File: config.mk
export PLATFORM = sky130hd
export DESIGN_NAME = packet_bitrate_binner
export DESIGN_NICKNAME = d
export VERILOG_FILES = /design/src/hw/rtl/pbb_pkg.sv /design/src/hw/rtl/pbb_div.sv /design/src/hw/rtl/pbb_dp.sv /design/src/hw/rtl/pbb_ctrl.sv /design/src/hw/rtl/packet_bitrate_binner.sv
export SDC_FILE = /design/constraint.sdc
export NUM_CORES = 2
export LEC_CHECK = 0
export ABC_AREA = 1
export BUFFER_PORTS_ARGS = -buffer_cell sky130_fd_sc_hd__buf_2
export CAP_MARGIN = 5
export CORE_UTILIZATION = 45
export DETAILED_ROUTE_END_ITERATION = 6
export MAX_ROUTING_LAYER = met4
export PLACE_DENSITY_LB_ADDON = 0.25
export SLEW_MARGIN = 20
export SYNTH_ARGS = -nofsm -noshare
export SYNTH_HDL_FRONTEND = slang
export SYNTH_HIERARCHICAL = 1
export SYNTH_SLANG_ARGS = --single-unit
File: constraint.sdc
create_clock -name clk -period 19.55 [get_ports clk]
set_input_delay 0.9775 -clock clk [delete_from_list [all_inputs] [get_ports clk]]
set_output_delay 0.9775 -clock clk [all_outputs]
set_load 0.005 [all_outputs]
File: src/hw/rtl/pbb_pkg.sv
// ----------------------------------------------------------------------------
// pbb_pkg
// types, constants and the byte count function of the bitrate binner
// ----------------------------------------------------------------------------
`default_nettype none

package pbb_pkg;

  localparam int MAX_RESULTS = 64;

  localparam logic [1:0] LVL_FRAME     = 2'd0;
  localparam logic [1:0] LVL_NO_ETH    = 2'd1;
  localparam logic [1:0] LVL_IP_DATA   = 2'd2;

  localparam logic [15:0] ETYPE_IP     = 16'h0800;
  localparam logic [15:0] ETYPE_VLAN   = 16'h8100;
  localparam logic [7:0]  PROTO_TCP    = 8'd6;
  localparam logic [7:0]  PROTO_UDP    = 8'd17;
  localparam logic signed [17:0] ETH_HDR_BYTES = 18'sd14;
  localparam logic signed [17:0] UDP_HDR_BYTES = 18'sd8;

  localparam logic [62:0] MAX63 = {63{1'b1}};
  localparam logic [39:0] MAX40 = {40{1'b1}};

  localparam logic [1:0] REG_LEVEL    = 2'd0;
  localparam logic [1:0] REG_INTERVAL = 2'd1;
  localparam logic [1:0] REG_BIT_TIME = 2'd2;
  localparam logic [1:0] REG_SAMPLE   = 2'd3;

  typedef enum logic [3:0] {
    OP_NONE,
    OP_LOAD,
    OP_FIRST,
    OP_CLOSE,
    OP_JUMP_T,
    OP_CLAMP,
    OP_LADD,
    OP_JUMP_P,
    OP_SETPREV,
    OP_TADD,
    OP_FLUSH
  } dp_op_t;

  typedef enum logic [2:0] {
    DIV_T_WB,
    DIV_E,
    DIV_PEND_WB,
    DIV_PREV,
    DIV_TOTAL
  } div_sel_t;

  typedef struct packed {
    dp_op_t   op;
    logic     div_start;
    div_sel_t div_sel;
  } dp_cmd_t;

  typedef struct packed {
    logic started;
    logic t_ge_we;
    logic bytes_nz;
    logic loop_ok;
    logic pend_ge_we;
    logic div_done;
    logic close_ok;
  } dp_status_t;

  function automatic logic [15:0] byte_count(
    input logic [1:0]  level,
    input logic [15:0] frame,
    input logic [15:0] etype,
    input logic [15:0] iplen,
    input logic [3:0]  ihw,
    input logic [7:0]  proto,
    input logic [3:0]  tdo,
    input logic [15:0] udp
  );
    logic signed [17:0] n;
    logic signed [17:0] ihl4;
    logic signed [17:0] tdo4;
    logic signed [17:0] fr;
    logic signed [17:0] ipl;
    logic signed [17:0] ul;
    n    = '0;
    ihl4 = {12'd0, ihw, 2'b00};
    tdo4 = {12'd0, tdo, 2'b00};
    fr   = {2'b00, frame};
    ipl  = {2'b00, iplen};
    ul   = {2'b00, udp};
    case (level)
      LVL_FRAME:  n = fr;
      LVL_NO_ETH: n = fr - ETH_HDR_BYTES;
      default: begin
        if (etype == ETYPE_IP || etype == ETYPE_VLAN) begin
          if (level == LVL_IP_DATA) begin
            n = ipl - ihl4;
          end else if (proto == PROTO_TCP) begin
            n = ipl - tdo4 - ihl4;
          end else if (proto == PROTO_UDP) begin
            n = ul - UDP_HDR_BYTES;
          end
        end
      end
    endcase
    return n[17] ? 16'd0 : n[15:0];
  endfunction

endpackage

`default_nettype wire

File: src/hw/rtl/pbb_div.sv
// ----------------------------------------------------------------------------
// pbb_div
// radix-2 restoring divider, 64-bit dividend by 44-bit divisor, 64 steps
// ----------------------------------------------------------------------------
`default_nettype none

module pbb_div (
  input  wire logic        clk,
  input  wire logic        rst,
  input  wire logic        start,
  input  wire logic [63:0] dividend,
  input  wire logic [43:0] divisor,
  output logic [63:0]      quotient,
  output logic [43:0]      remainder,
  output logic             done
);

  logic        busy;
  logic [5:0]  cnt;
  logic [43:0] dvs;
  logic [44:0] rem_sh;
  logic [44:0] rem_sub;
  logic        ge;

  assign rem_sh  = {remainder, quotient[63]};
  assign rem_sub = rem_sh - {1'b0, dvs};
  assign ge      = rem_sh >= {1'b0, dvs};

  always_ff @(posedge clk) begin
    if (rst) begin
      busy <= 1'b0;
      done <= 1'b0;
      cnt  <= '0;
    end else begin
      done <= busy && (cnt == 6'd0);
      if (start) begin
        busy      <= 1'b1;
        cnt       <= 6'd63;
        quotient  <= dividend;
        remainder <= '0;
        dvs       <= divisor;
      end else if (busy) begin
        cnt       <= cnt - 6'd1;
        if (cnt == 6'd0) busy <= 1'b0;
        quotient  <= {quotient[62:0], ge};
        remainder <= ge ? rem_sub[43:0] : rem_sh[43:0];
      end
    end
  end

endmodule

`default_nettype wire

File: src/hw/rtl/pbb_dp.sv
// ----------------------------------------------------------------------------
// pbb_dp
// datapath: config registers, interval state, divider, result buffers
// ----------------------------------------------------------------------------
`default_nettype none

module pbb_dp #(
  parameter int FRACTION_BITS = 16
) (
  input  wire logic              clk,
  input  wire logic              rst,
  input  wire logic              cfg_wr_en,
  input  wire logic [1:0]        cfg_index,
  input  wire logic [43:0]       cfg_data,
  input  wire logic [62:0]       arrival_time,
  input  wire logic [15:0]       frame_length,
  input  wire logic [15:0]       ether_type,
  input  wire logic [15:0]       ip_total_length,
  input  wire logic [3:0]        ip_header_words,
  input  wire logic [7:0]        ip_protocol,
  input  wire logic [3:0]        tcp_data_offset,
  input  wire logic [15:0]       udp_length,
  input  wire logic              out_stall,
  output logic                   out_valid,
  output logic [62:0]            window_start,
  output logic [62:0]            window_bits,
  output logic [39:0]            bits_per_second,
  output logic                   last_of_run,
  input  wire pbb_pkg::dp_cmd_t  cmd,
  output pbb_pkg::dp_status_t    status
);

  // config
  logic [1:0]  payload_level;
  logic [43:0] interval_length;
  logic [19:0] bit_time;
  logic [6:0]  sample_frequency;
  logic [43:0] len_eff;
  logic [19:0] bt_eff;

  // packet and interval state
  logic        started;
  logic [63:0] t;
  logic [15:0] bytes;
  logic [38:0] total;
  logic [35:0] total_prod;
  logic [63:0] pend;
  logic [63:0] wb;
  logic [63:0] we;
  logic [62:0] bit_total;
  logic [63:0] prev_c;
  logic [6:0]  iter;
  logic [6:0]  count;

  // held result, waiting to learn whether it is the last one
  logic        pend_res_valid;
  logic [62:0] pend_start;
  logic [62:0] pend_bits;
  logic [39:0] pend_bps;

  // divider
  logic [63:0] div_dividend;
  logic [43:0] div_divisor;
  logic [63:0] div_q;
  logic [43:0] div_r;
  logic        div_done;

  logic [63:0] t_cl;
  logic [63:0] jump_t;
  logic [63:0] jump_p;
  logic [63:0] diff;
  logic [63:0] sum;
  logic [62:0] bit_total_add;
  logic [62:0] whole;
  logic [69:0] prod;
  logic [39:0] bps;
  logic        emit;
  logic        close_ok;
  logic        out_load;
  logic [63:0] len64;

  assign len_eff = (interval_length == '0) ? 44'd1 : interval_length;
  assign bt_eff  = (bit_time == '0) ? 20'd1 : bit_time;
  assign len64   = {20'd0, len_eff};

  always_comb begin
    case (cmd.div_sel)
      pbb_pkg::DIV_T_WB:    div_dividend = t - wb;
      pbb_pkg::DIV_E:       div_dividend = (we - t) << FRACTION_BITS;
      pbb_pkg::DIV_PEND_WB: div_dividend = pend - wb;
      pbb_pkg::DIV_PREV:    div_dividend = (wb - t) << FRACTION_BITS;
      pbb_pkg::DIV_TOTAL:   div_dividend = {25'd0, total} << FRACTION_BITS;
      default:              div_dividend = '0;
    endcase
    if (cmd.div_sel == pbb_pkg::DIV_T_WB || cmd.div_sel == pbb_pkg::DIV_PEND_WB) begin
      div_divisor = len_eff;
    end else begin
      div_divisor = {24'd0, bt_eff};
    end
  end

  pbb_div u_div (
    .clk       (clk),
    .rst       (rst),
    .start     (cmd.div_start),
    .dividend  (div_dividend),
    .divisor   (div_divisor),
    .quotient  (div_q),
    .remainder (div_r),
    .done      (div_done)
  );

  assign t_cl   = (t < wb) ? wb : t;
  assign jump_t = t - {20'd0, div_r};
  assign jump_p = pend - {20'd0, div_r};
  assign diff   = div_q - prev_c;
  assign sum    = {1'b0, bit_total} + diff;
  assign bit_total_add = (sum > {1'b0, pbb_pkg::MAX63}) ? pbb_pkg::MAX63 : sum[62:0];

  assign whole = bit_total >> FRACTION_BITS;
  assign prod  = {7'd0, whole} * {63'd0, sample_frequency};
  assign bps   = (prod > {30'd0, pbb_pkg::MAX40}) ? pbb_pkg::MAX40 : prod[39:0];

  assign emit     = (bit_total != '0) && (count < 7'(pbb_pkg::MAX_RESULTS));
  assign close_ok = !(pend_res_valid && out_valid && out_stall);
  // held result moves into the output register this cycle
  assign out_load = pend_res_valid
                  && ((cmd.op == pbb_pkg::OP_CLOSE && emit) || cmd.op == pbb_pkg::OP_FLUSH);

  assign status.started    = started;
  assign status.t_ge_we    = t >= we;
  assign status.bytes_nz   = bytes != '0;
  assign status.loop_ok    = (iter < 7'(pbb_pkg::MAX_RESULTS))
                           && (count < 7'(pbb_pkg::MAX_RESULTS)) && (pend >= we);
  assign status.pend_ge_we = pend >= we;
  assign status.div_done   = div_done;
  assign status.close_ok   = close_ok;

  // config registers
  always_ff @(posedge clk) begin
    if (rst) begin
      payload_level    <= '0;
      interval_length  <= 44'd1000000000000;
      bit_time         <= 20'd10000;
      sample_frequency <= 7'd1;
    end else if (cfg_wr_en) begin
      case (cfg_index)
        pbb_pkg::REG_LEVEL:    payload_level    <= cfg_data[1:0];
        pbb_pkg::REG_INTERVAL: interval_length  <= cfg_data;
        pbb_pkg::REG_BIT_TIME: bit_time         <= cfg_data[19:0];
        pbb_pkg::REG_SAMPLE:   sample_frequency <= cfg_data[6:0];
        default: ;
      endcase
    end
  end

  // transfer size, stable through the item
  assign total_prod = {20'd0, bytes} * {16'd0, bt_eff};

  always_ff @(posedge clk) begin
    total <= {total_prod, 3'b000};
  end

  always_ff @(posedge clk) begin
    if (rst) begin
      started        <= 1'b0;
      wb             <= '0;
      we             <= '0;
      bit_total      <= '0;
      pend_res_valid <= 1'b0;
      out_valid      <= 1'b0;
    end else begin
      if (!out_load && out_valid && !out_stall) out_valid <= 1'b0;
      case (cmd.op)
        pbb_pkg::OP_LOAD: begin
          t     <= {1'b0, arrival_time};
          bytes <= pbb_pkg::byte_count(payload_level, frame_length, ether_type,
                     ip_total_length, ip_header_words, ip_protocol,
                     tcp_data_offset, udp_length);
          count <= '0;
        end
        pbb_pkg::OP_FIRST: begin
          started   <= 1'b1;
          wb        <= t;
          we        <= t + len64;
          bit_total <= '0;
        end
        pbb_pkg::OP_CLOSE: begin
          if (emit) begin
            if (pend_res_valid) begin
              out_valid       <= 1'b1;
              window_start    <= pend_start;
              window_bits     <= pend_bits;
              bits_per_second <= pend_bps;
              last_of_run     <= 1'b0;
            end
            pend_res_valid <= 1'b1;
            pend_start     <= wb[62:0];
            pend_bits      <= bit_total;
            pend_bps       <= bps;
            count          <= count + 7'd1;
          end
          wb        <= we;
          we        <= we + len64;
          bit_total <= '0;
        end
        pbb_pkg::OP_JUMP_T: begin
          wb        <= jump_t;
          we        <= jump_t + len64;
          bit_total <= '0;
        end
        pbb_pkg::OP_CLAMP: begin
          t      <= t_cl;
          pend   <= t_cl + {25'd0, total};
          prev_c <= '0;
          iter   <= '0;
        end
        pbb_pkg::OP_LADD: begin
          bit_total <= bit_total_add;
          prev_c    <= div_q;
          iter      <= iter + 7'd1;
        end
        pbb_pkg::OP_JUMP_P: begin
          wb        <= jump_p;
          we        <= jump_p + len64;
          bit_total <= '0;
        end
        pbb_pkg::OP_SETPREV: begin
          prev_c <= div_q;
        end
        pbb_pkg::OP_TADD: begin
          bit_total <= bit_total_add;
        end
        pbb_pkg::OP_FLUSH: begin
          if (pend_res_valid) begin
            out_valid       <= 1'b1;
            window_start    <= pend_start;
            window_bits     <= pend_bits;
            bits_per_second <= pend_bps;
            last_of_run     <= 1'b1;
          end
          pend_res_valid <= 1'b0;
        end
        default: ;
      endcase
    end
  end

endmodule

`default_nettype wire

File: src/hw/rtl/pbb_ctrl.sv
// ----------------------------------------------------------------------------
// pbb_ctrl
// sequencer for one packet: start, close, jump, spread, flush
// ----------------------------------------------------------------------------
`default_nettype none

module pbb_ctrl (
  input  wire logic                clk,
  input  wire logic                rst,
  input  wire logic                in_valid,
  output logic                     in_stall,
  output pbb_pkg::dp_cmd_t         cmd,
  input  wire pbb_pkg::dp_status_t status
);

  typedef enum logic [3:0] {
    S_IDLE, S_START, S_SCLOSE, S_SCHK, S_JDIV1, S_CLAMP, S_LOOP, S_LDIV,
    S_LCLOSE, S_AFTER, S_JDIV2, S_PSTART, S_PDIV, S_TSTART, S_TDIV, S_FIN
  } state_t;

  state_t state;
  state_t state_next;

  assign in_stall = (state != S_IDLE);

  always_comb begin
    state_next    = state;
    cmd.op        = pbb_pkg::OP_NONE;
    cmd.div_start = 1'b0;
    cmd.div_sel   = pbb_pkg::DIV_T_WB;
    case (state)
      S_IDLE: begin
        if (in_valid) begin
          cmd.op     = pbb_pkg::OP_LOAD;
          state_next = S_START;
        end
      end
      S_START: begin
        if (!status.started) begin
          cmd.op     = pbb_pkg::OP_FIRST;
          state_next = S_CLAMP;
        end else if (status.t_ge_we) begin
          state_next = S_SCLOSE;
        end else begin
          state_next = S_CLAMP;
        end
      end
      S_SCLOSE: begin
        if (status.close_ok) begin
          cmd.op     = pbb_pkg::OP_CLOSE;
          state_next = S_SCHK;
        end
      end
      S_SCHK: begin
        if (status.t_ge_we) begin
          cmd.div_start = 1'b1;
          cmd.div_sel   = pbb_pkg::DIV_T_WB;
          state_next    = S_JDIV1;
        end else begin
          state_next = S_CLAMP;
        end
      end
      S_JDIV1: begin
        cmd.div_sel = pbb_pkg::DIV_T_WB;
        if (status.div_done) begin
          cmd.op     = pbb_pkg::OP_JUMP_T;
          state_next = S_CLAMP;
        end
      end
      S_CLAMP: begin
        cmd.op     = pbb_pkg::OP_CLAMP;
        state_next = status.bytes_nz ? S_LOOP : S_FIN;
      end
      S_LOOP: begin
        if (status.loop_ok) begin
          cmd.div_start = 1'b1;
          cmd.div_sel   = pbb_pkg::DIV_E;
          state_next    = S_LDIV;
        end else begin
          state_next = S_AFTER;
        end
      end
      S_LDIV: begin
        if (status.div_done) begin
          cmd.op     = pbb_pkg::OP_LADD;
          state_next = S_LCLOSE;
        end
      end
      S_LCLOSE: begin
        if (status.close_ok) begin
          cmd.op     = pbb_pkg::OP_CLOSE;
          state_next = S_LOOP;
        end
      end
      S_AFTER: begin
        cmd.div_start = 1'b1;
        if (status.pend_ge_we) begin
          cmd.div_sel = pbb_pkg::DIV_PEND_WB;
          state_next  = S_JDIV2;
        end else begin
          cmd.div_sel = pbb_pkg::DIV_TOTAL;
          state_next  = S_TDIV;
        end
      end
      S_JDIV2: begin
        if (status.div_done) begin
          cmd.op     = pbb_pkg::OP_JUMP_P;
          state_next = S_PSTART;
        end
      end
      S_PSTART: begin
        cmd.div_start = 1'b1;
        cmd.div_sel   = pbb_pkg::DIV_PREV;
        state_next    = S_PDIV;
      end
      S_PDIV: begin
        if (status.div_done) begin
          cmd.op     = pbb_pkg::OP_SETPREV;
          state_next = S_TSTART;
        end
      end
      S_TSTART: begin
        cmd.div_start = 1'b1;
        cmd.div_sel   = pbb_pkg::DIV_TOTAL;
        state_next    = S_TDIV;
      end
      S_TDIV: begin
        if (status.div_done) begin
          cmd.op     = pbb_pkg::OP_TADD;
          state_next = S_FIN;
        end
      end
      S_FIN: begin
        if (status.close_ok) begin
          cmd.op     = pbb_pkg::OP_FLUSH;
          state_next = S_IDLE;
        end
      end
      default: state_next = S_IDLE;
    endcase
  end

  always_ff @(posedge clk) begin
    if (rst) begin
      state <= S_IDLE;
    end else begin
      state <= state_next;
    end
  end

endmodule

`default_nettype wire

File: src/hw/rtl/packet_bitrate_binner.sv
// ----------------------------------------------------------------------------
// packet_bitrate_binner
// spreads captured packets over sampling intervals and reports bits per interval
// ----------------------------------------------------------------------------
// One packet beat goes in at a time; in_stall stays high until every result it
// causes has been handed to the output register or the held-result buffer. The
// cost is set by a shared radix-2 divider that the sequencer waits on for
// each division: a packet that closes no interval needs none with zero bytes,
// else one; each interval it closes in the spread loop costs one division
// more, and an interval jump adds one or two divisions. A closed
// interval's result is held back one step so the final one of the packet can
// carry last_of_run; output back-pressure only stalls the sequencer when both
// the held result and the output register are full.
`default_nettype none

module packet_bitrate_binner #(
  parameter int FRACTION_BITS = 16
) (
  input  wire logic        clk,
  input  wire logic        rst,
  // config write port
  input  wire logic        cfg_wr_en,
  input  wire logic [1:0]  cfg_index,
  input  wire logic [43:0] cfg_data,
  // packet beats
  input  wire logic        in_valid,
  output logic             in_stall,
  input  wire logic [62:0] arrival_time,
  input  wire logic [15:0] frame_length,
  input  wire logic [15:0] ether_type,
  input  wire logic [15:0] ip_total_length,
  input  wire logic [3:0]  ip_header_words,
  input  wire logic [7:0]  ip_protocol,
  input  wire logic [3:0]  tcp_data_offset,
  input  wire logic [15:0] udp_length,
  // result beats
  output logic             out_valid,
  input  wire logic        out_stall,
  output logic [62:0]      window_start,
  output logic [62:0]      window_bits,
  output logic [39:0]      bits_per_second,
  output logic             last_of_run
);

  pbb_pkg::dp_cmd_t    cmd;
  pbb_pkg::dp_status_t status;

  // sequencer for one packet beat
  pbb_ctrl u_ctrl (
    .clk      (clk),
    .rst      (rst),
    .in_valid (in_valid),
    .in_stall (in_stall),
    .cmd      (cmd),
    .status   (status)
  );

  // interval state, divider and result registers
  pbb_dp #(
    .FRACTION_BITS (FRACTION_BITS)
  ) u_dp (
    .clk             (clk),
    .rst             (rst),
    .cfg_wr_en       (cfg_wr_en),
    .cfg_index       (cfg_index),
    .cfg_data        (cfg_data),
    .arrival_time    (arrival_time),
    .frame_length    (frame_length),
    .ether_type      (ether_type),
    .ip_total_length (ip_total_length),
    .ip_header_words (ip_header_words),
    .ip_protocol     (ip_protocol),
    .tcp_data_offset (tcp_data_offset),
    .udp_length      (udp_length),
    .out_stall       (out_stall),
    .out_valid       (out_valid),
    .window_start    (window_start),
    .window_bits     (window_bits),
    .bits_per_second (bits_per_second),
    .last_of_run     (last_of_run),
    .cmd             (cmd),
    .status          (status)
  );

endmodule

`default_nettype wire

==> run_results.csv <==
group,metric,value,unit
status,status,"finished with violations",
status,violations,"DRC",
power_and_ir_drop,cellPowerDensity,136.6,nW/um2
layout,stdcell_count,16950,
drt,vias,93960,
clock_tree,cts_max_path_buffers,3,
logic_synthesis,synth_top_area_cell,"edfxtp_1",
logic_synthesis,yosysSeqAreaShare,0.2775,
clock_tree,numClockSinks,1022,
sta,worst_slew_pin_slew,1156,ps
drt,ant_nets,0,
placement,gp_congestion,1.096,
floorplanning,fp-row-count,172,
critical_path,reg2reg_slack,10860,ps
drt,wl_per_cell,24.12,um
global_route,grt_pass1_vias,91260,
clock_tree,cts_resized,0,
floorplanning,initial_core_util,0.4521,
power_and_ir_drop,leakage,53.64,nW
floorplanning,die_h,471.6,um
placement,dp_hpwl,339.8,mm
logic_synthesis,synth_warnings,6,
clock_tree,cts_setup_buffers,0,
logic_synthesis,synth_edf_count,707,
floorplanning,die_x,471.6,um
critical_path,cp_slowest_stage_delay,580,ps
sta,finalCritPeriodShare,0.4445,
global_route,grt_pass1_wl,594.7,mm
drt,drt_iter0_markers,9119,
clock_tree,clk_pin_slew,60,ps
global_route,grtUsageTotal,0.3725,
drt,drcViolationCount,16,
critical_path,worst-setup-path-type,"reg -> reg",
layout,area_delta_synth_final,9.033,%
global_route,antenna_found_initial,13,
logic_synthesis,synthMuxAreaShare,0,
critical_path,cpMaxStageDelayCell,"buf_4",
layout,final_common_cell,"nand2_1",
logic_synthesis,syn_nets,15290,
power_and_ir_drop,peakVddDrop,0.1785,mV
floorplanning,dieArea,222400,um2
logic_synthesis,synthFlopType,"edfxtp_1",
power_and_ir_drop,p_seq_frac,0.213,
critical_path,crit_path_max_fanout,60,
logic_synthesis,ys_types,71,
layout,final_util,0.4929,
sta,slew_headroom,0.2196,
placement,io_buffer_count,362,
critical_path,worstPathArrival,9390,ps
logic_synthesis,synthArstFlopShare,0,
critical_path,crit_required,20250,ps
logic_synthesis,synthAdderAreaFrac,0.2026,
sta,hold_viol_final,0,
hold_path,min_path_cells,3,
sta,finalSetupTns,0,ps
sta,fmax,115.1,MHz
power_and_ir_drop,swShare,0.5250,
sta,fin_skew,38.01,ps
power_and_ir_drop,p_clk_frac,0.170,
logic_synthesis,syn_area_per_cell,7.183,um2
critical_path,cp-end-kind,"flip-flop",
logic_synthesis,yosys.area_share.simple,0.2305,
clock_tree,insertion_delay,820,ps
drt,wirelength,408.7,mm
logic_synthesis,synthXorXnorAreaFrac,0.02824,
clock_tree,cts_root_buf,"clkbuf_16",
logic_synthesis,synth_area_leaders,"edfxtp_1 21%, nand2_1 13%, fa_1 11%, inv_1 10%, ha_1 9.2%",
clock_tree,numCtsBuffers,130,
global_route,overflow,0,
flow_run,maxCapViolations,0,
layout,final_layout_size_suffix_gt1_frac,0.06738,
critical_path,r2r_cells,32,
critical_path,cp-start-kind,"flip-flop",
sta,whs,392.9,ps
logic_synthesis,synth.cell_area,99230,um2
logic_synthesis,synth_compound_area_frac,0.1385,
logic_synthesis,synthCells,13810,
drt,firstDrtPassIters,7,
power_and_ir_drop,total_power,14.78,mW
power_and_ir_drop,intPower,7.019,mW
sta,finalSetupViolations,0,
hold_path,holdCritPathClass,"in -> reg",
sta,layout_min_cycle_time,8690,ps
layout,nets,15440,
floorplanning,coreArea,219500,um2
clock_tree,postCtsHoldBufs,0,
logic_synthesis,synth_top_area_share,0.2139,
power_and_ir_drop,p_comb_frac,0.617,
logic_synthesis,synth_top_family_by_area,"simple AND/OR/NAND/NOR gates",
logic_synthesis,ys_ff_latch,1022,
critical_path,crit_top_cell,"nand2_1",
sta,rsz0062_at_grt,"no",
drt,vias_per_cell,5.544,
power_and_ir_drop,p_switching,7.758,mW
layout,layout_common_cells,"3,364 x nand2_1, 2,726 x inv_1, 1,139 x nor2_1",
clock_tree,ctsHtreeMaxLevel,4,
sta,final_max_slew_viol_count,0,
floorplanning,io_pins,363,
global_route,grt_max_degree,99,
clock_tree,cts_tree,"yes",
placement,dp.cells,16700,
## critical path: cells and delay by family, from the launching register on
family,cells,cell delay [ps]
flip-flops,1,490
XOR/XNOR,1,180
buffers and inverters,6,1580
AO/OA/AOI/OAI,11,3450
AND/OR/NAND/NOR,12,1850
adder cells (fa/ha/maj),2,870
## per-layer routing
metal / GRT usage / wire length [um] / up-vias / share of wire
met4: 0.1979 / 26000 / 0 / 0.064
met3: 0.04897 / 29810 / 855 / 0.073
met1: 0.4541 / 163800 / 44660 / 0.40
met2: 0.5996 / 189100 / 3946 / 0.46
met5: - / 0 / - / 0
li1: - / - / 44510 / -
## power by group through the flow
stage,logic [mW],clock network [mW],registers (mW)
6_report,9.12,2.51,3.15
5_1_grt,10.1,2.63,3.13
4_1_cts,9.00,2.55,3.11
3_5_place_dp,8.95,0,3.16
3_3_place_gp,8.96,0,3.16
2_1_floorplan,6.26,0,2.85
## layout make-up
| class | instances | area [um2] |
|---|---|---|
| multi-input combinational | 9586 | 59700 |
| antenna | 7 | 17.52 |
| clock buffer | 168 | 3633 |
| tap | 2871 | 3592 |
| sequential | 1022 | 27540 |
| timing repair buffer | 460 | 2562 |
| clock inverter | 69 | 774.5 |
| fill | 22510 | 111300 |
| inverter | 2764 | 10380 |
## Yosys cell counts (8+ instances only)
cell type and instances:
inv_2 26, nor2_4 12, buf_2 26, o21ai_0 808, clkbuf_1 367, or2_2 94, o21bai_1 41, a21oi_1 983
buf_4 11, o2111ai_1 16, nor2_1 1149, buf_1 30, edfxtp_1 707, clkinv_1 10, buf_6 8, a211oi_1 47
dfxtp_1 315, nor4_1 85, xnor2_1 107, nor3_1 83, a21o_1 47, xor2_1 213, ha_1 732, a21boi_0 21
inv_1 2728, fa_1 547, and3_1 14, nand3b_1 21, o221ai_1 36, o21ai_2 8, nor2_2 47, o21ai_1 12
a31oi_1 169, a22oi_1 27, o21a_1 41, o31ai_1 14, nand4_1 115, nand2_2 36, o211ai_1 118, nand2_1 3364
a21oi_2 9, nand3_1 497
## logic make-up (layout without fill, tap and decap cells)
| group | after synthesis | in the layout |
|---|---|---|
| flip-flops | 1022 | 1022 |
| adder cells (fa/ha/maj) | 1279 | 1279 |
| XOR/XNOR | 320 | 320 |
| AO/OA/AOI/OAI | 2439 | 2439 |
| AND/OR/NAND/NOR | 5548 | 5548 |
| buffers and inverters | 3206 | 3461 |
| other | 0 | 7 |
## final timing paths
check                                   to                 from
setup / recovery               u_dp/we[37]      u_ctrl/state[2]
hold reg to reg      u_dp/window_start[59]  u_dp/pend_start[59]
setup reg to reg               u_dp/we[37]      u_ctrl/state[2]
hold / removal    u_dp/interval_length[37]         cfg_data[37]
## registers in the layout (all words and copies together), names as in the netlist, 16 cells and up
register,cells
u_dp/bit_time,20
u_dp/bit_total,63
u_dp/bits_per_second,40
u_dp/bytes,16
u_dp/interval_length,44
u_dp/pend,64
u_dp/pend_bits,63
u_dp/pend_bps,40
u_dp/pend_start,63
u_dp/prev_c,64
u_dp/t,64
u_dp/total,36
u_dp/u_div/dvs,44
u_dp/u_div/quotient,64
u_dp/u_div/remainder,44
u_dp/wb,64
u_dp/we,64
u_dp/window_bits,63
u_dp/window_start,63
## through the flow
step           worst slack [ps]  instance area, um2
6_report                  10860              108200
5_1_grt                   10170              108200
4_1_cts                   11030              108200
3_5_place_dp              10910              103800
3_3_place_gp              10880              103800
2_1_floorplan              4710               99230
Note: power is estimated with default switching activity, not from simulation.
